<file path="config.mk">
export PLATFORM = sky130hd
export DESIGN_NAME = fixed_capacity_deque
export DESIGN_NICKNAME = d
export VERILOG_FILES = /design/src/hw/rtl/fcd_pkg.sv /design/src/hw/rtl/fixed_capacity_deque.sv /design/src/hw/rtl/fcd_controller.sv /design/src/hw/rtl/fcd_datapath.sv
export SDC_FILE = /design/constraint.sdc
export NUM_CORES = 1
export LEC_CHECK = 0
export ABC_AREA = 1
export BUFFER_PORTS_ARGS = -buffer_cell sky130_fd_sc_hd__buf_2
export CAP_MARGIN = 20
export CORE_MARGIN = 2
export CORE_UTILIZATION = 55
export CTS_CLUSTER_DIAMETER = 40
export DETAILED_ROUTE_END_ITERATION = 8
export PLACE_DENSITY = 0.72
export REMOVE_ABC_BUFFERS = 1
export SYNTH_ARGS = -nofsm -noshare
export SYNTH_HDL_FRONTEND = slang
export SYNTH_SLANG_ARGS = --single-unit
</file>
<file path="constraint.sdc">
create_clock -name clk -period 10.5 [get_ports clk]
set_input_delay 1.575 -clock clk [delete_from_list [all_inputs] [get_ports clk]]
set_output_delay 1.575 -clock clk [all_outputs]
set_load 0.01 [all_outputs]
</file>
<file path="src/hw/rtl/fcd_pkg.sv">
// Shared constants, payload types and control structs for the fixed capacity deque.
`timescale 1ns / 1ps

package fcd_pkg;

  localparam int CAPACITY   = 8;
  localparam int WORD_WIDTH = 32;
  localparam int KIND_W     = 3;
  localparam int IDX_W      = $clog2(CAPACITY);
  localparam int CNT_W      = $clog2(CAPACITY + 1);
  localparam int SUM_W      = CNT_W + 1;

  localparam logic [KIND_W-1:0] OP_PUSH_FRONT = 3'd0;
  localparam logic [KIND_W-1:0] OP_PUSH_BACK  = 3'd1;
  localparam logic [KIND_W-1:0] OP_POP_FRONT  = 3'd2;
  localparam logic [KIND_W-1:0] OP_POP_BACK   = 3'd3;
  localparam logic [KIND_W-1:0] OP_CLEAR      = 3'd4;

  typedef struct packed {
    logic [KIND_W-1:0]            kind;
    logic signed [WORD_WIDTH-1:0] value;
  } in_req_t;

  typedef struct packed {
    logic                         ok;
    logic signed [WORD_WIDTH-1:0] popped;
    logic signed [WORD_WIDTH-1:0] front_word;
    logic signed [WORD_WIDTH-1:0] back_word;
    logic [CNT_W-1:0]             fill_count;
    logic                         is_empty;
    logic                         is_full;
  } out_rsp_t;

  typedef struct packed {
    logic load;
    logic exec;
    logic fetch;
    logic out_load;
  } cmd_t;

  typedef struct packed {
    logic need_fetch;
  } sts_t;

endpackage

</file>
<file path="src/hw/rtl/fixed_capacity_deque.sv">
// Top level of the fixed capacity double-ended queue.
`timescale 1ns / 1ps

// Each accepted request passes through an update state and then a result load state, and a
// pop that leaves at least one element adds a fetch state between them because the new
// end word is read back from the single-read-port slot memory with registered data. A new
// request is taken only when the previous one has reached the output register, so the block
// does not take a new request before it is through with the last one; the output register
// lets a finished result wait while the next request is accepted.
// The front and back words are held in registers, so status never needs a second read.
module fixed_capacity_deque (
  input  logic               clk,
  input  logic               rst_n,
  input  logic               in_valid,
  output logic               in_ready,
  input  fcd_pkg::in_req_t   in_data,
  output logic               out_valid,
  input  logic               out_ready,
  output fcd_pkg::out_rsp_t  out_data
);

  fcd_pkg::cmd_t cmd;
  fcd_pkg::sts_t sts;

  fcd_controller u_ctrl (
    .clk       (clk),
    .rst_n     (rst_n),
    .in_valid  (in_valid),
    .in_ready  (in_ready),
    .out_valid (out_valid),
    .out_ready (out_ready),
    .sts       (sts),
    .cmd       (cmd)
  );

  fcd_datapath u_dp (
    .clk      (clk),
    .rst_n    (rst_n),
    .in_data  (in_data),
    .cmd      (cmd),
    .sts      (sts),
    .out_data (out_data)
  );

endmodule

</file>
<file path="src/hw/rtl/fcd_controller.sv">
// Sequencing state machine for the fixed capacity deque.
`timescale 1ns / 1ps

module fcd_controller (
  input  logic        clk,
  input  logic        rst_n,
  input  logic        in_valid,
  output logic        in_ready,
  output logic        out_valid,
  input  logic        out_ready,
  input  fcd_pkg::sts_t sts,
  output fcd_pkg::cmd_t cmd
);

  typedef enum logic [1:0] {
    S_IDLE,
    S_EXEC,
    S_FETCH,
    S_DONE
  } state_t;

  state_t state_r;
  state_t state_nxt;
  logic   out_valid_r;
  logic   out_valid_nxt;
  logic   out_free;

  assign out_free  = !out_valid_r || out_ready;
  assign in_ready  = (state_r == S_IDLE);
  assign out_valid = out_valid_r;

  always_comb begin
    state_nxt     = state_r;
    out_valid_nxt = out_valid_r && !out_ready;
    cmd           = '0;
    case (state_r)
      S_IDLE: begin
        if (in_valid) begin
          cmd.load  = 1'b1;
          state_nxt = S_EXEC;
        end
      end
      S_EXEC: begin
        cmd.exec  = 1'b1;
        state_nxt = sts.need_fetch ? S_FETCH : S_DONE;
      end
      S_FETCH: begin
        cmd.fetch = 1'b1;
        state_nxt = S_DONE;
      end
      S_DONE: begin
        if (out_free) begin
          cmd.out_load  = 1'b1;
          out_valid_nxt = 1'b1;
          state_nxt     = S_IDLE;
        end
      end
      default: begin
        state_nxt = S_IDLE;
      end
    endcase
  end

  always_ff @(posedge clk) begin
    if (!rst_n) begin
      state_r     <= S_IDLE;
      out_valid_r <= 1'b0;
    end else begin
      state_r     <= state_nxt;
      out_valid_r <= out_valid_nxt;
    end
  end

endmodule

</file>
<file path="src/hw/rtl/fcd_datapath.sv">
// Slot memory, ring pointers, cached end words and result register of the deque.
`timescale 1ns / 1ps

module fcd_datapath (
  input  logic             clk,
  input  logic             rst_n,
  input  fcd_pkg::in_req_t in_data,
  input  fcd_pkg::cmd_t    cmd,
  output fcd_pkg::sts_t    sts,
  output fcd_pkg::out_rsp_t out_data
);

  localparam int IDX_W = fcd_pkg::IDX_W;
  localparam int CNT_W = fcd_pkg::CNT_W;
  localparam int SUM_W = fcd_pkg::SUM_W;
  localparam int WW    = fcd_pkg::WORD_WIDTH;
  localparam int CAP   = fcd_pkg::CAPACITY;

  logic [WW-1:0] mem [CAP];

  logic [fcd_pkg::KIND_W-1:0] kind_r;
  logic signed [WW-1:0]       value_r;
  logic [IDX_W-1:0]           head_r;
  logic [IDX_W-1:0]           head_nxt;
  logic [CNT_W-1:0]           count_r;
  logic [CNT_W-1:0]           count_nxt;
  logic signed [WW-1:0]       front_r;
  logic signed [WW-1:0]       front_nxt;
  logic signed [WW-1:0]       back_r;
  logic signed [WW-1:0]       back_nxt;
  logic                       ok_r;
  logic                       ok_nxt;
  logic signed [WW-1:0]       popped_r;
  logic signed [WW-1:0]       popped_nxt;
  logic                       fetch_front_r;
  logic                       fetch_front_nxt;
  logic                       fetch_nxt;
  logic [WW-1:0]              rdata_r;
  logic                       we;
  logic [IDX_W-1:0]           waddr;
  logic [IDX_W-1:0]           raddr;
  logic [IDX_W-1:0]           head_inc;
  logic [IDX_W-1:0]           head_dec;
  logic [SUM_W-1:0]           tail_sum;
  logic [IDX_W-1:0]           tail_addr;
  logic [IDX_W-1:0]           prev_addr;
  logic                       is_empty;
  logic                       not_full;
  fcd_pkg::out_rsp_t          out_r;

  function automatic logic [IDX_W-1:0] wrap_idx(input logic [SUM_W-1:0] x);
    logic [SUM_W-1:0] y;
    begin
      y = (x >= SUM_W'(CAP)) ? x - SUM_W'(CAP) : x;
      return y[IDX_W-1:0];
    end
  endfunction

  assign head_inc  = (head_r == IDX_W'(CAP - 1)) ? '0 : head_r + 1'b1;
  assign head_dec  = (head_r == '0) ? IDX_W'(CAP - 1) : head_r - 1'b1;
  assign tail_sum  = SUM_W'(head_r) + SUM_W'(count_r);
  assign tail_addr = wrap_idx(tail_sum);
  assign prev_addr = wrap_idx(tail_sum - SUM_W'(2));
  assign is_empty  = (count_r == '0);
  assign not_full  = (count_r != CNT_W'(CAP));

  always_comb begin
    head_nxt        = head_r;
    count_nxt       = count_r;
    front_nxt       = front_r;
    back_nxt        = back_r;
    ok_nxt          = 1'b0;
    popped_nxt      = '0;
    we              = 1'b0;
    waddr           = head_dec;
    raddr           = head_inc;
    fetch_nxt       = 1'b0;
    fetch_front_nxt = 1'b1;
    case (kind_r)
      fcd_pkg::OP_PUSH_FRONT: begin
        if (not_full) begin
          head_nxt  = head_dec;
          count_nxt = count_r + 1'b1;
          front_nxt = value_r;
          if (is_empty) begin
            back_nxt = value_r;
          end
          we     = 1'b1;
          waddr  = head_dec;
          ok_nxt = 1'b1;
        end
      end
      fcd_pkg::OP_PUSH_BACK: begin
        if (not_full) begin
          count_nxt = count_r + 1'b1;
          back_nxt  = value_r;
          if (is_empty) begin
            front_nxt = value_r;
          end
          we     = 1'b1;
          waddr  = tail_addr;
          ok_nxt = 1'b1;
        end
      end
      fcd_pkg::OP_POP_FRONT: begin
        if (!is_empty) begin
          popped_nxt = front_r;
          head_nxt   = head_inc;
          count_nxt  = count_r - 1'b1;
          raddr      = head_inc;
          fetch_nxt  = (count_r > CNT_W'(1));
          ok_nxt     = 1'b1;
        end
      end
      fcd_pkg::OP_POP_BACK: begin
        if (!is_empty) begin
          popped_nxt      = back_r;
          count_nxt       = count_r - 1'b1;
          raddr           = prev_addr;
          fetch_nxt       = (count_r > CNT_W'(1));
          fetch_front_nxt = 1'b0;
          ok_nxt          = 1'b1;
        end
      end
      fcd_pkg::OP_CLEAR: begin
        head_nxt  = '0;
        count_nxt = '0;
        ok_nxt    = 1'b1;
      end
      default: begin
        ok_nxt = 1'b0;
      end
    endcase
  end

  assign sts.need_fetch = fetch_nxt;

  always_ff @(posedge clk) begin
    if (cmd.exec && we) begin
      mem[waddr] <= value_r;
    end
    if (cmd.exec) begin
      rdata_r <= mem[raddr];
    end
  end

  always_ff @(posedge clk) begin
    if (!rst_n) begin
      head_r  <= '0;
      count_r <= '0;
    end else if (cmd.exec) begin
      head_r  <= head_nxt;
      count_r <= count_nxt;
    end
  end

  always_ff @(posedge clk) begin
    if (cmd.load) begin
      kind_r  <= in_data.kind;
      value_r <= in_data.value;
    end
    if (cmd.exec) begin
      front_r       <= front_nxt;
      back_r        <= back_nxt;
      ok_r          <= ok_nxt;
      popped_r      <= popped_nxt;
      fetch_front_r <= fetch_front_nxt;
    end else if (cmd.fetch) begin
      if (fetch_front_r) begin
        front_r <= rdata_r;
      end else begin
        back_r <= rdata_r;
      end
    end
    if (cmd.out_load) begin
      out_r.ok         <= ok_r;
      out_r.popped     <= popped_r;
      out_r.front_word <= is_empty ? '0 : front_r;
      out_r.back_word  <= is_empty ? '0 : back_r;
      out_r.fill_count <= count_r;
      out_r.is_empty   <= is_empty;
      out_r.is_full    <= !not_full;
    end
  end

  assign out_data = out_r;

endmodule

</file>
==> flow_summary.html, run 1 <==
<table>
<tr><th>Metric</th><th>Value</th></tr>
<tr><th colspan="2">Run status</th></tr>
<tr><td>Run status</td><td>complete, no violations</td></tr>
<tr><th colspan="2">Clocking</th></tr>
<tr><td>Hold buffers post-CTS</td><td>0</td></tr>
<tr><td>Sink count of the clock tree</td><td>534</td></tr>
<tr><td>TritonCTS clock tree</td><td>yes</td></tr>
<tr><td>Clock H-tree levels</td><td>2</td></tr>
<tr><td>Clock insertion delay at the later pin of the skew report</td><td>0.59 ns</td></tr>
<tr><td>Clock Tree Buf Depth</td><td>3</td></tr>
<tr><td>Resize count post-CTS</td><td>0</td></tr>
<tr><td>Number of setup buffers added after CTS</td><td>0</td></tr>
<tr><td>Clock slew at reported path FFs</td><td>0.06 ns</td></tr>
<tr><td>Clock root buffer</td><td>sky130_fd_sc_hd__clkbuf_16</td></tr>
<tr><td>Number of buffers created by CTS</td><td>59</td></tr>
<tr><th colspan="2">Worst hold path</th></tr>
<tr><td>Startpoint of the worst hold path</td><td>u_dp.popped_r[30]</td></tr>
<tr><td>Type of the worst min-delay path</td><td>reg -&gt; reg</td></tr>
<tr><td>End of the worst hold path</td><td>u_dp.out_data[100]</td></tr>
<tr><td>Cell depth of the worst min-delay path</td><td>0</td></tr>
<tr><th colspan="2">Timing</th></tr>
<tr><td>Top achievable clock speed</td><td>0.249 GHz</td></tr>
<tr><td>Min cycle time layout</td><td>4.02 ns</td></tr>
<tr><td>Count of final setup violators</td><td>0</td></tr>
<tr><td>Unrepaired setup endpoints after global routing</td><td>no</td></tr>
<tr><td>Post-route fraction of the period consumed by the critical path</td><td>0.383</td></tr>
<tr><td>Number of failing hold endpoints at the final stage</td><td>0</td></tr>
<tr><td>Max-Slew Margin vs Limit</td><td>0.357</td></tr>
<tr><td>Max Clock Skew</td><td>0.0205 ns</td></tr>
<tr><td>Final WS setup</td><td>6.48 ns</td></tr>
<tr><td>Total negative slack</td><td>0 ns</td></tr>
<tr><td>Least-Margin Pin Slew</td><td>0.965 ns</td></tr>
<tr><td>Max-slew violation count</td><td>0</td></tr>
<tr><th colspan="2">Finish</th></tr>
<tr><td>Synth-to-layout area growth</td><td>15.2%</td></tr>
<tr><td>Post-route insts no fill</td><td>2574</td></tr>
<tr><td>Utilization after layout</td><td>0.646</td></tr>
<tr><td>Final non-filler cell area</td><td>25100 um2</td></tr>
<tr><td>Post-layout net count</td><td>2059</td></tr>
<tr><td>Fraction of final layout cells sized beyond drive strength 1</td><td>0.143</td></tr>
<tr><th colspan="2">Synth</th></tr>
<tr><td>Ranking of synthesized cells by area</td><td>sky130_fd_sc_hd__edfxtp_1, sky130_fd_sc_hd__nand2_1, sky130_fd_sc_hd__nand3_1</td></tr>
<tr><td>Fraction of post-synthesis cell area in the top cell type by area</td><td>0.723</td></tr>
<tr><td>Commonest register cell after synthesis</td><td>sky130_fd_sc_hd__edfxtp_1</td></tr>
<tr><td>Number of storage elements in the synthesis netlist</td><td>534</td></tr>
<tr><td>Syn. warnings</td><td>0</td></tr>
<tr><td>Fraction of the yosys area taken by sequential cells</td><td>0.732</td></tr>
<tr><td>Number of standard cells after synthesis</td><td>1858</td></tr>
<tr><td>Syn Std Cell Area</td><td>21800 um2</td></tr>
<tr><td>Number of library cell types mapped by synthesis</td><td>34</td></tr>
<tr><td>Number of synthesized flops with an enable pin</td><td>524</td></tr>
<tr><td>Synth area leader</td><td>sky130_fd_sc_hd__edfxtp_1</td></tr>
<tr><td>Synthesized area per cell</td><td>11.7 um2</td></tr>
<tr><td>FFs w/ async S/R, synth</td><td>0</td></tr>
<tr><th colspan="2">Worst setup path</th></tr>
<tr><td>CP required</td><td>10.83 ns</td></tr>
<tr><td>Number of cell instances on the worst register-to-register path</td><td>9</td></tr>
<tr><td>Reg2reg end</td><td>u_dp.rdata_r[27]</td></tr>
<tr><td>Kind of critical path</td><td>reg -&gt; reg</td></tr>
<tr><td>Category of the worst setup path capture point</td><td>flop</td></tr>
<tr><td>Worst reg2reg setup slack</td><td>6.48 ns</td></tr>
<tr><td>Startpoint of the worst-slack reg-to-reg timing path</td><td>u_dp.kind_r[2]</td></tr>
<tr><td>Crit-path max FO</td><td>65</td></tr>
<tr><td>Data arrival time at the worst-slack endpoint</td><td>4.35 ns</td></tr>
<tr><td>Category of the worst setup path launch point</td><td>flop</td></tr>
<tr><th colspan="2">Global route</th></tr>
<tr><td>Met2 track demand over resource in global routing</td><td>0.361</td></tr>
<tr><td>Met3 demand-to-capacity share in global routing</td><td>0.0372</td></tr>
<tr><td>Number of antenna violations at the first check in global routing</td><td>0</td></tr>
<tr><td>Leftover overflow at the end of global routing</td><td>0</td></tr>
<tr><td>Met1 global-route usage</td><td>0.286</td></tr>
<tr><td>Global-route wire length before repair</td><td>69.5 mm</td></tr>
<tr><td>Aggregate global-route resource usage</td><td>0.216</td></tr>
<tr><td>Pin count of the biggest net entering global routing</td><td>90</td></tr>
<tr><td>Global-route layer with the greatest usage</td><td>met2</td></tr>
<tr><td>Vias in the first global route</td><td>13300</td></tr>
<tr><th colspan="2">Route</th></tr>
<tr><td>Pre-Repair DR Iteration Count</td><td>5</td></tr>
<tr><td>Remaining antenna violation count after routing</td><td>0</td></tr>
<tr><td>Routed wire per std cell</td><td>17.3 um</td></tr>
<tr><td>Total via count in the routed design</td><td>13500</td></tr>
<tr><td>Detailed-route DRC error count</td><td>0</td></tr>
<tr><td>Starting DRC count in detailed routing</td><td>1132</td></tr>
<tr><td>Via density per instance</td><td>5.25</td></tr>
<tr><td>Routed wire length</td><td>44.5 mm</td></tr>
<tr><th colspan="2">Placed design</th></tr>
<tr><td>Cell Area, Placed</td><td>23000 um2</td></tr>
<tr><td>Buffers added on ports</td><td>143</td></tr>
<tr><td>Dpl cells</td><td>2460</td></tr>
<tr><td>DP Worst Slack</td><td>6.53 ns</td></tr>
<tr><td>Routability Congestion</td><td>0.821</td></tr>
<tr><td>Detail Placement HPWL</td><td>25.1 mm</td></tr>
<tr><th colspan="2">Floorplanning</th></tr>
<tr><td>Number of placed I/O pins</td><td>144</td></tr>
<tr><td>Row cnt</td><td>72</td></tr>
<tr><td>Starting density of the core</td><td>0.561</td></tr>
<tr><td>Die Y</td><td>203 um</td></tr>
<tr><td>Die ar.</td><td>41200 um2</td></tr>
<tr><td>Placeable core area</td><td>38800 um2</td></tr>
<tr><td>Die width</td><td>203 um</td></tr>
<tr><th colspan="2">Run</th></tr>
<tr><td>Max-cap violations</td><td>0</td></tr>
<tr><th colspan="2">Power</th></tr>
<tr><td>Cell-internal power</td><td>4.51 mW</td></tr>
<tr><td>Worst ir drop on vdd</td><td>152 uV</td></tr>
<tr><td>Clock network fraction of total power</td><td>0.318</td></tr>
<tr><td>Register share of total power</td><td>0.462</td></tr>
<tr><td>Power spent charging and discharging nets</td><td>2.05 mW</td></tr>
<tr><td>Share of power burned in combinational logic</td><td>0.219</td></tr>
<tr><td>Leakage power total</td><td>10.6 nW</td></tr>
<tr><td>Power density over the cells</td><td>261 nW/um2</td></tr>
<tr><td>Switching part of the total</td><td>0.312</td></tr>
</table>
[logic make-up after synthesis]
kind of cell,count (synthesis),share of synthesized area
AND/OR/NAND/NOR,836,0.168
flip-flops,534,0.732
buffers and inverters,407,0.0748
AO/OA/AOI/OAI,66,0.0168
adder cells (fa/ha/maj),13,0.00782
XOR/XNOR,2,0.000805
[critical path: stages (launching register included)]
cell,delay (ns)
sky130_fd_sc_hd__edfxtp_1,0.48
sky130_fd_sc_hd__nor2_4,0.75
sky130_fd_sc_hd__nand3_4,0.90
sky130_fd_sc_hd__nand2_1,0.79
sky130_fd_sc_hd__buf_4,0.41
sky130_fd_sc_hd__nand2_1,0.11
sky130_fd_sc_hd__nand3_1,0.10
sky130_fd_sc_hd__nand2_1,0.07
sky130_fd_sc_hd__nand2_1,0.06
sky130_fd_sc_hd__nand2_1,0.07
[stage by stage]
step           hold WS, ns  power, mW
6_report             0.410       6.56
5_1_grt              0.415       6.87
4_1_cts              0.412       6.58
3_5_place_dp         0.405       4.49
3_3_place_gp         0.404       4.44
2_1_floorplan        0.400       3.97
[layout by cell type (no fill, tap or decap), types with 2 or more instances in the layout]
cell | synthesis | routed
sky130_fd_sc_hd__o22ai_1 | 3 | 3
sky130_fd_sc_hd__clkinvlp_4 | 0 | 6
sky130_fd_sc_hd__nand3_1 | 271 | 270
sky130_fd_sc_hd__buf_4 | 11 | 23
sky130_fd_sc_hd__inv_6 | 0 | 7
sky130_fd_sc_hd__o21ai_0 | 46 | 46
sky130_fd_sc_hd__inv_1 | 323 | 322
sky130_fd_sc_hd__nor2_2 | 0 | 8
sky130_fd_sc_hd__ha_1 | 12 | 11
sky130_fd_sc_hd__nor3_1 | 4 | 3
sky130_fd_sc_hd__nand2_2 | 2 | 4
sky130_fd_sc_hd__dfxtp_1 | 10 | 10
sky130_fd_sc_hd__edfxtp_1 | 524 | 524
sky130_fd_sc_hd__inv_8 | 0 | 2
sky130_fd_sc_hd__buf_2 | 42 | 143
sky130_fd_sc_hd__clkinv_2 | 0 | 6
sky130_fd_sc_hd__buf_16 | 0 | 2
sky130_fd_sc_hd__nor2_1 | 58 | 50
sky130_fd_sc_hd__nand3_4 | 1 | 2
sky130_fd_sc_hd__clkinv_1 | 1 | 9
sky130_fd_sc_hd__bufinv_16 | 0 | 7
sky130_fd_sc_hd__o211ai_1 | 2 | 2
sky130_fd_sc_hd__inv_2 | 1 | 2
sky130_fd_sc_hd__a21oi_1 | 11 | 10
sky130_fd_sc_hd__clkinv_4 | 0 | 7
sky130_fd_sc_hd__nand3b_1 | 32 | 32
sky130_fd_sc_hd__nand2_1 | 461 | 459
sky130_fd_sc_hd__o21ai_4 | 2 | 2
sky130_fd_sc_hd__clkbuf_16 | 0 | 61
sky130_fd_sc_hd__clkbuf_1 | 23 | 4
[cell usage after synthesis (2+ instances only)]
cell type,count
sky130_fd_sc_hd__a21oi_1,11
sky130_fd_sc_hd__buf_1,5
sky130_fd_sc_hd__buf_2,42
sky130_fd_sc_hd__buf_4,11
sky130_fd_sc_hd__clkbuf_1,23
sky130_fd_sc_hd__dfxtp_1,10
sky130_fd_sc_hd__edfxtp_1,524
sky130_fd_sc_hd__ha_1,12
sky130_fd_sc_hd__inv_1,323
sky130_fd_sc_hd__nand2_1,461
sky130_fd_sc_hd__nand2_2,2
sky130_fd_sc_hd__nand3_1,271
sky130_fd_sc_hd__nand3b_1,32
sky130_fd_sc_hd__nor2_1,58
sky130_fd_sc_hd__nor3_1,4
sky130_fd_sc_hd__nor4_1,2
sky130_fd_sc_hd__o211ai_1,2
sky130_fd_sc_hd__o21ai_0,46
sky130_fd_sc_hd__o21ai_4,2
sky130_fd_sc_hd__o22ai_1,3
[routing by layer]
layer / routed length [um] / part of all wire
met1: 18600 / 0.42
met2: 21500 / 0.48
met3: 3360 / 0.076
met4: 1070 / 0.024
met5: 0 / 0
[area by class of cell]
class,count,area [um2]
sequential,534,15900
fill,2842,13700
multi-input combinational,917,4280
clock buffer,65,1540
inverter,325,1220
timing repair buffer,170,978
tap,518,648
clock inverter,44,477
antenna,1,2.50
[worst max-delay path by stage]
stage                            startpoint          endpoint  cells after the start
after CTS                    u_dp.kind_r[2]  u_dp.rdata_r[27]                      9
final                        u_dp.kind_r[2]  u_dp.rdata_r[27]                      9
after floorplan           u_ctrl.state_r[1]    u_dp.back_r[0]                      6
after detailed placement     u_dp.kind_r[2]   u_dp.rdata_r[9]                      9
after global routing         u_dp.kind_r[2]  u_dp.rdata_r[17]                      9
after global placement       u_dp.kind_r[2]  u_dp.rdata_r[31]                      9
[registers in the layout (all words and copies together) (netlist names)]
name and count:
u_dp.mem 256, u_dp.fetch_front_r 1, u_ctrl.out_valid 1, u_dp.back_r 32, u_dp.value_r 32, u_dp.count_r 4, u_ctrl.state_r 2, u_dp.kind_r 3
u_dp.popped_r 32, u_dp.out_data 103, u_dp.rdata_r 32, u_dp.ok_r 1, u_dp.front_r 32, u_dp.head_r 3
[power groups by stage]
stage          Clock (mW)  Sequential [mW]  Combinational [mW]
2_1_floorplan           0             3.08               0.890
3_3_place_gp            0             3.06                1.37
3_5_place_dp            0             3.08                1.42
4_1_cts              2.12             3.03                1.43
5_1_grt              2.20             3.06                1.61
6_report             2.09             3.03                1.44
Power figures use the tool's default switching activity.
==> inputs of run 2 (changes only) <==
CORE_UTILIZATION = 54   (was 55)
PLACE_DENSITY = 0.74   (was 0.72)
clock period = 3.25 ns   (was 10.5 ns; I/O delays follow)
==> flow_summary.html, run 2 (synthesis gave the netlist of run 1 again) <==
<table>
<tr><th>Metric</th><th>Value</th></tr>
<tr><th colspan="2">Clocking</th></tr>
<tr><td>Clock slew at reported path FFs</td><td>0.06 ns</td></tr>
<tr><td>Clock root buffer</td><td>sky130_fd_sc_hd__clkbuf_16</td></tr>
<tr><td>TritonCTS clock tree</td><td>yes</td></tr>
<tr><td>Resize count post-CTS</td><td>0</td></tr>
<tr><td>Clock H-tree levels</td><td>2</td></tr>
<tr><td>Clock insertion delay at the later pin of the skew report</td><td>0.59 ns</td></tr>
<tr><td>Number of buffers created by CTS</td><td>58</td></tr>
<tr><td>Hold buffers post-CTS</td><td>0</td></tr>
<tr><td>Sink count of the clock tree</td><td>534</td></tr>
<tr><td>Clock Tree Buf Depth</td><td>3</td></tr>
<tr><td>Number of setup buffers added after CTS</td><td>0</td></tr>
<tr><th colspan="2">Finish</th></tr>
<tr><td>Fraction of final layout cells sized beyond drive strength 1</td><td>0.141</td></tr>
<tr><td>Largest register FFs</td><td>256</td></tr>
<tr><td>Post-layout net count</td><td>2068</td></tr>
<tr><td>Utilization after layout</td><td>0.630</td></tr>
<tr><td>Top library cells by usage in the layout, fill and taps aside</td><td>sky130_fd_sc_hd__edfxtp_1, sky130_fd_sc_hd__nand2_1, sky130_fd_sc_hd__inv_1</td></tr>
<tr><td>Number of diodes</td><td>0</td></tr>
<tr><td>Commonest non-fill, non-tap cell in the layout</td><td>sky130_fd_sc_hd__edfxtp_1</td></tr>
<tr><td>Number of filler cells placed in the layout</td><td>2859</td></tr>
<tr><td>Synth-to-layout area growth</td><td>14.9%</td></tr>
<tr><td>Biggest register</td><td>u_dp.mem</td></tr>
<tr><td>Post-route insts no fill</td><td>2589</td></tr>
<tr><th colspan="2">Worst setup path</th></tr>
<tr><td>CP required</td><td>3.46 ns</td></tr>
<tr><td>Delay contributed by the slowest stage of the critical path</td><td>0.46 ns</td></tr>
<tr><td>Category of the worst setup path launch point</td><td>flop</td></tr>
<tr><td>Data arrival time at the worst-slack endpoint</td><td>3.11 ns</td></tr>
<tr><td>Standard cell with the maximum stage delay on the critical path</td><td>sky130_fd_sc_hd__dfxtp_1</td></tr>
<tr><td>Total buffers and inverters traversed by the critical path</td><td>3</td></tr>
<tr><td>Cells along the critical path</td><td>inv_1 -&gt; ha_1 -&gt; nand3_1 -&gt; nand2_1 -&gt; nor2_1 -&gt; inv_1 -&gt; o21ai_0 -&gt; nand2_1 -&gt; nor2_2 -&gt; buf_4</td></tr>
<tr><td>Cell class contributing the biggest share of worst-path delay</td><td>simple AND/OR/NAND/NOR gates</td></tr>
<tr><td>Category of the worst setup path capture point</td><td>flop</td></tr>
<tr><td>Crit-path max FO</td><td>32</td></tr>
<tr><td>Kind of critical path</td><td>reg -&gt; reg</td></tr>
<tr><th colspan="2">Worst hold path</th></tr>
<tr><td>Type of the worst min-delay path</td><td>in -&gt; reg</td></tr>
<tr><th colspan="2">Route</th></tr>
<tr><td>Detailed-route DRC error count</td><td>0</td></tr>
<tr><td>Remaining antenna violation count after routing</td><td>0</td></tr>
<tr><td>Pre-Repair DR Iteration Count</td><td>5</td></tr>
<tr><td>Starting DRC count in detailed routing</td><td>1312</td></tr>
<tr><td>Total via count in the routed design</td><td>13700</td></tr>
<tr><td>Routed wire length</td><td>44.5 mm</td></tr>
<tr><td>Via density per instance</td><td>5.29</td></tr>
<tr><td>Routed wire per std cell</td><td>17.2 um</td></tr>
<tr><th colspan="2">Run</th></tr>
<tr><td>Max-cap violations</td><td>0</td></tr>
<tr><th colspan="2">Timing</th></tr>
<tr><td>Unrepaired setup endpoints after global routing</td><td>no</td></tr>
<tr><td>Post-route fraction of the period consumed by the critical path</td><td>0.893</td></tr>
<tr><td>Least-Margin Pin Slew</td><td>0.885 ns</td></tr>
<tr><td>Number of failing hold endpoints at the final stage</td><td>0</td></tr>
<tr><td>Top achievable clock speed</td><td>0.345 GHz</td></tr>
<tr><td>Total negative slack</td><td>0 ns</td></tr>
<tr><td>Max Clock Skew</td><td>0.0296 ns</td></tr>
<tr><td>Min cycle time layout</td><td>2.90 ns</td></tr>
<tr><td>Max-slew violation count</td><td>0</td></tr>
<tr><td>Count of final setup violators</td><td>0</td></tr>
<tr><td>Final hold slack</td><td>0.0655 ns</td></tr>
<tr><td>Max-Slew Margin vs Limit</td><td>0.410</td></tr>
<tr><th colspan="2">Floorplanning</th></tr>
<tr><td>Row cnt</td><td>73</td></tr>
<tr><td>Number of placed I/O pins</td><td>144</td></tr>
<tr><td>Die width</td><td>205 um</td></tr>
<tr><td>Die ar.</td><td>41900 um2</td></tr>
<tr><td>Placeable core area</td><td>39700 um2</td></tr>
<tr><td>Starting density of the core</td><td>0.548</td></tr>
<tr><td>Die Y</td><td>205 um</td></tr>
<tr><th colspan="2">Power</th></tr>
<tr><td>Worst ir drop on vdd</td><td>573 uV</td></tr>
<tr><td>Power density over the cells</td><td>831 nW/um2</td></tr>
<tr><td>Leakage power total</td><td>10.6 nW</td></tr>
<tr><td>Post-layout total power</td><td>20.8 mW</td></tr>
<tr><th colspan="2">Placed design</th></tr>
<tr><td>Dpl cells</td><td>2481</td></tr>
<tr><td>Routability Congestion</td><td>0.867</td></tr>
<tr><td>Buffers added on ports</td><td>143</td></tr>
<tr><td>Detail Placement HPWL</td><td>26.9 mm</td></tr>
<tr><th colspan="2">Global route</th></tr>
<tr><td>Pin count of the biggest net entering global routing</td><td>97</td></tr>
<tr><td>Leftover overflow at the end of global routing</td><td>0</td></tr>
<tr><td>Aggregate global-route resource usage</td><td>0.214</td></tr>
<tr><td>Number of antenna violations at the first check in global routing</td><td>1</td></tr>
<tr><td>Vias in the first global route</td><td>13200</td></tr>
<tr><td>Global-route wire length before repair</td><td>69.9 mm</td></tr>
<tr><th colspan="2">Run status</th></tr>
<tr><td>Run status</td><td>complete, no violations</td></tr>
</table>
## run 2: worst paths after layout
check,cells past startpoint,slack [ns],start,endpoint
min,1,0.07,in_data[13],u_dp.value_r[13]
min reg2reg,0,0.42,u_dp.popped_r[11],u_dp.out_data[81]
max reg2reg,10,0.35,u_dp.count_r[0],u_dp.mem[4][1]
max,10,0.35,u_dp.count_r[0],u_dp.mem[4][1]
## run 2: worst register-to-register path: cells and delay by family, from the launching register on
family          cells  cell delay, ns
buf+inv             3            0.70
compound gates      1            0.29
fa+ha+maj           1            0.26
simple gates        5            0.78
flops               1            0.46
## run 2: cell type report
class                      count  area [um2]  area share
clock inverter                40         318      0.0127
sequential                   534       15900       0.637
tap                          525         657      0.0263
clock buffer                  68        1510      0.0604
multi-input combinational    917        4270       0.171
inverter                     325        1220      0.0488
timing repair buffer         180        1110      0.0442
## run 2: stage by stage
step,cell area (um2),worst slack (ns)
6_report,25000,0.348
5_1_grt,25000,0.146
4_1_cts,25000,0.371
3_5_place_dp,23200,0.404
3_3_place_gp,23200,0.581
2_1_floorplan,21400,-4.53
## run 2: report_power, final
group	leakage (nW)	internal (mW)	switching, mW	total, mW
clock network	0.893	3.59	2.63	6.22
logic	4.78	1.30	3.44	4.74
registers	4.88	9.34	0.493	9.83
## run 2: metal layers
metal / routed length [um] / track usage / share of wire
met1: 18300 / 0.290 / 0.41
met2: 21000 / 0.345 / 0.47
met3: 3860 / 0.0417 / 0.087
met4: 1310 / 0.0797 / 0.029
met5: 12 / 0 / 0.00027
==> inputs of run 3 (changes only) <==
==> constraint.sdc (replaced) <==
create_clock -name clk -period 3.25 [get_ports clk]
set_input_delay 0.325 -clock clk [delete_from_list [all_inputs] [get_ports clk]]
set_output_delay 0.325 -clock clk [all_outputs]
set_load 0.005 [all_outputs]
==> flow_summary.html, run 3 (synthesis gave the netlist of run 1 again) <==
<table>
<tr><th>Metric</th><th>Value</th></tr>
<tr><th colspan="2">Clocking</th></tr>
<tr><td>Clock insertion delay at the later pin of the skew report</td><td>0.59 ns</td></tr>
<tr><td>Clock root buffer</td><td>sky130_fd_sc_hd__clkbuf_16</td></tr>
<tr><td>Clock H-tree levels</td><td>2</td></tr>
<tr><td>Number of setup buffers added after CTS</td><td>0</td></tr>
<tr><td>Sink count of the clock tree</td><td>534</td></tr>
<tr><td>Clock slew at reported path FFs</td><td>0.06 ns</td></tr>
<tr><td>Hold buffers post-CTS</td><td>35</td></tr>
<tr><td>Resize count post-CTS</td><td>0</td></tr>
<tr><td>Clock Tree Buf Depth</td><td>3</td></tr>
<tr><td>Number of buffers created by CTS</td><td>58</td></tr>
<tr><td>TritonCTS clock tree</td><td>yes</td></tr>
<tr><th colspan="2">Floorplanning</th></tr>
<tr><td>Starting density of the core</td><td>0.548</td></tr>
<tr><td>Placeable core area</td><td>39700 um2</td></tr>
<tr><td>Die width</td><td>205 um</td></tr>
<tr><td>Die ar.</td><td>41900 um2</td></tr>
<tr><td>Die Y</td><td>205 um</td></tr>
<tr><td>Row cnt</td><td>73</td></tr>
<tr><td>Number of placed I/O pins</td><td>144</td></tr>
<tr><th colspan="2">Worst setup path</th></tr>
<tr><td>Startpoint of the worst-slack reg-to-reg timing path</td><td>u_dp.count_r[0]</td></tr>
<tr><td>Reg2reg end</td><td>u_dp.mem[4][30]</td></tr>
<tr><td>Worst reg2reg setup slack</td><td>0.30 ns</td></tr>
<tr><td>Category of the worst setup path capture point</td><td>flop</td></tr>
<tr><td>Crit-path max FO</td><td>32</td></tr>
<tr><td>Kind of critical path</td><td>reg -&gt; reg</td></tr>
<tr><td>Data arrival time at the worst-slack endpoint</td><td>3.16 ns</td></tr>
<tr><td>Critical path launch point</td><td>u_dp.count_r[0]</td></tr>
<tr><td>Category of the worst setup path launch point</td><td>flop</td></tr>
<tr><td>Capturing element of the worst setup path</td><td>u_dp.mem[4][30]</td></tr>
<tr><td>CP required</td><td>3.46 ns</td></tr>
<tr><td>Number of cell instances on the worst register-to-register path</td><td>10</td></tr>
<tr><th colspan="2">Timing</th></tr>
<tr><td>Max Clock Skew</td><td>0.0292 ns</td></tr>
<tr><td>Min cycle time layout</td><td>2.95 ns</td></tr>
<tr><td>Least-Margin Pin Slew</td><td>0.887 ns</td></tr>
<tr><td>Post-route fraction of the period consumed by the critical path</td><td>0.909</td></tr>
<tr><td>Unrepaired setup endpoints after global routing</td><td>no</td></tr>
<tr><td>Max-Slew Margin vs Limit</td><td>0.409</td></tr>
<tr><td>Max-slew violation count</td><td>0</td></tr>
<tr><td>Top achievable clock speed</td><td>0.339 GHz</td></tr>
<tr><td>Number of failing hold endpoints at the final stage</td><td>0</td></tr>
<tr><td>Count of final setup violators</td><td>0</td></tr>
<tr><th colspan="2">Route</th></tr>
<tr><td>Routed wire per std cell</td><td>17.0 um</td></tr>
<tr><td>Pre-Repair DR Iteration Count</td><td>6</td></tr>
<tr><td>Remaining antenna violation count after routing</td><td>0</td></tr>
<tr><td>Total via count in the routed design</td><td>13900</td></tr>
<tr><td>Via density per instance</td><td>5.28</td></tr>
<tr><td>Detailed-route DRC error count</td><td>0</td></tr>
<tr><td>Starting DRC count in detailed routing</td><td>1292</td></tr>
<tr><td>Routed wire length</td><td>44.7 mm</td></tr>
<tr><th colspan="2">Finish</th></tr>
<tr><td>Final non-filler cell area</td><td>25400 um2</td></tr>
<tr><td>Sequential cell area</td><td>15900 um2</td></tr>
<tr><td>Area taken by multi-input logic gates</td><td>4270 um2</td></tr>
<tr><td>Fraction of final layout cells sized beyond drive strength 1</td><td>0.139</td></tr>
<tr><td>Post-layout net count</td><td>2103</td></tr>
<tr><td>Largest register FFs</td><td>256</td></tr>
<tr><td>Synth-to-layout area growth</td><td>16.5%</td></tr>
<tr><td>Biggest register</td><td>u_dp.mem</td></tr>
<tr><td>Number of diodes</td><td>0</td></tr>
<tr><td>Number of filler cells placed in the layout</td><td>2845</td></tr>
<tr><td>Commonest non-fill, non-tap cell in the layout</td><td>sky130_fd_sc_hd__edfxtp_1</td></tr>
<tr><td>Top library cells by usage in the layout, fill and taps aside</td><td>sky130_fd_sc_hd__edfxtp_1, sky130_fd_sc_hd__nand2_1, sky130_fd_sc_hd__inv_1</td></tr>
<tr><th colspan="2">Placed design</th></tr>
<tr><td>Detail Placement HPWL</td><td>26.9 mm</td></tr>
<tr><td>Routability Congestion</td><td>0.867</td></tr>
<tr><td>Buffers added on ports</td><td>143</td></tr>
<tr><td>Cell Area, Placed</td><td>23200 um2</td></tr>
<tr><th colspan="2">Global route</th></tr>
<tr><td>Pin count of the biggest net entering global routing</td><td>97</td></tr>
<tr><td>Number of antenna violations at the first check in global routing</td><td>1</td></tr>
<tr><td>Global-route wire length before repair</td><td>70.2 mm</td></tr>
<tr><td>Aggregate global-route resource usage</td><td>0.214</td></tr>
<tr><td>Leftover overflow at the end of global routing</td><td>0</td></tr>
<tr><td>Vias in the first global route</td><td>13300</td></tr>
<tr><th colspan="2">Run</th></tr>
<tr><td>Max-cap violations</td><td>0</td></tr>
<tr><th colspan="2">Power</th></tr>
<tr><td>Power density over the cells</td><td>818 nW/um2</td></tr>
<tr><td>Worst ir drop on vdd</td><td>572 uV</td></tr>
<tr><td>Leakage power total</td><td>10.7 nW</td></tr>
<tr><td>Post-layout total power</td><td>20.8 mW</td></tr>
<tr><th colspan="2">Run status</th></tr>
<tr><td>Run status</td><td>complete, no violations</td></tr>
<tr><th colspan="2">Worst hold path</th></tr>
<tr><td>Type of the worst min-delay path</td><td>in -&gt; reg</td></tr>
</table>
## run 3: changes by cell type in the layout (fill, tap and decap cells not counted)
cell / before / now
sky130_fd_sc_hd__dlygate4sd3_1: 0 / 35
## run 3: power breakdown
| part | internal, mW | total [mW] | switching, mW |
|---|---|---|---|
| clock network | 3.59 | 6.22 | 2.63 |
| registers | 9.34 | 9.83 | 0.490 |
| logic | 1.33 | 4.71 | 3.39 |
## run 3: layout make-up
| cell class | instances | area share |
|---|---|---|
| well taps | 525 | 0.0259 |
| repair buffers | 215 | 0.0574 |
| inverters | 325 | 0.0481 |
| clock buffers | 68 | 0.0595 |
| multi-input cells | 917 | 0.168 |
| clock inverters | 40 | 0.0125 |
| flip-flops and latches | 534 | 0.628 |
## run 3: layer usage
metal,up-vias,track usage,wire length [um],part of all wire
met5,-,0,12,0.00027
met4,2,0.0810,1290,0.029
met3,111,0.0417,3770,0.084
met2,606,0.347,21300,0.48
met1,6583,0.290,18400,0.41
li1,6553,-,-,-
## run 3: worst max-delay path, stage by stage, from the launching register on
cell	delay (ns)
sky130_fd_sc_hd__dfxtp_1	0.46
sky130_fd_sc_hd__inv_1	0.15
sky130_fd_sc_hd__ha_1	0.26
sky130_fd_sc_hd__nand3_1	0.17
sky130_fd_sc_hd__nand2_1	0.14
sky130_fd_sc_hd__nor2_1	0.19
sky130_fd_sc_hd__inv_1	0.11
sky130_fd_sc_hd__o21ai_0	0.32
sky130_fd_sc_hd__nand2_1	0.18
sky130_fd_sc_hd__nor2_2	0.12
sky130_fd_sc_hd__buf_4	0.44
## run 3: worst min path at each step
| stage | end | cells past startpoint | slack (ns) | from |
|---|---|---|---|---|
| 2_1_floorplan | u_dp.out_data[100] | 0 | 0.40 | u_dp.popped_r[30] |
| 3_3_place_gp | u_dp.out_data[83] | 0 | 0.40 | u_dp.popped_r[13] |
| 3_5_place_dp | u_dp.out_data[76] | 0 | 0.40 | u_dp.popped_r[6] |
| 4_1_cts | u_dp.head_r[2] | 3 | 0.03 | rst_n |
| 5_1_grt | u_dp.head_r[2] | 3 | 0.04 | rst_n |
| 6_report | u_dp.head_r[2] | 3 | 0.05 | rst_n |
## run 3: metrics by stage
stage	hold slack, ns	worst slack, ns	util	instances	TNS [ns]
floorplan	0.400	-4.53	-	1776	-1381.24
global placement	0.402	0.581	0.584	2481	0
detailed placement	0.405	0.404	0.584	2481	0
CTS	0.0258	0.371	0.638	2624	0
global route	0.0434	0.145	0.638	2624	0
finish	0.0456	0.297	0.638	2624	0
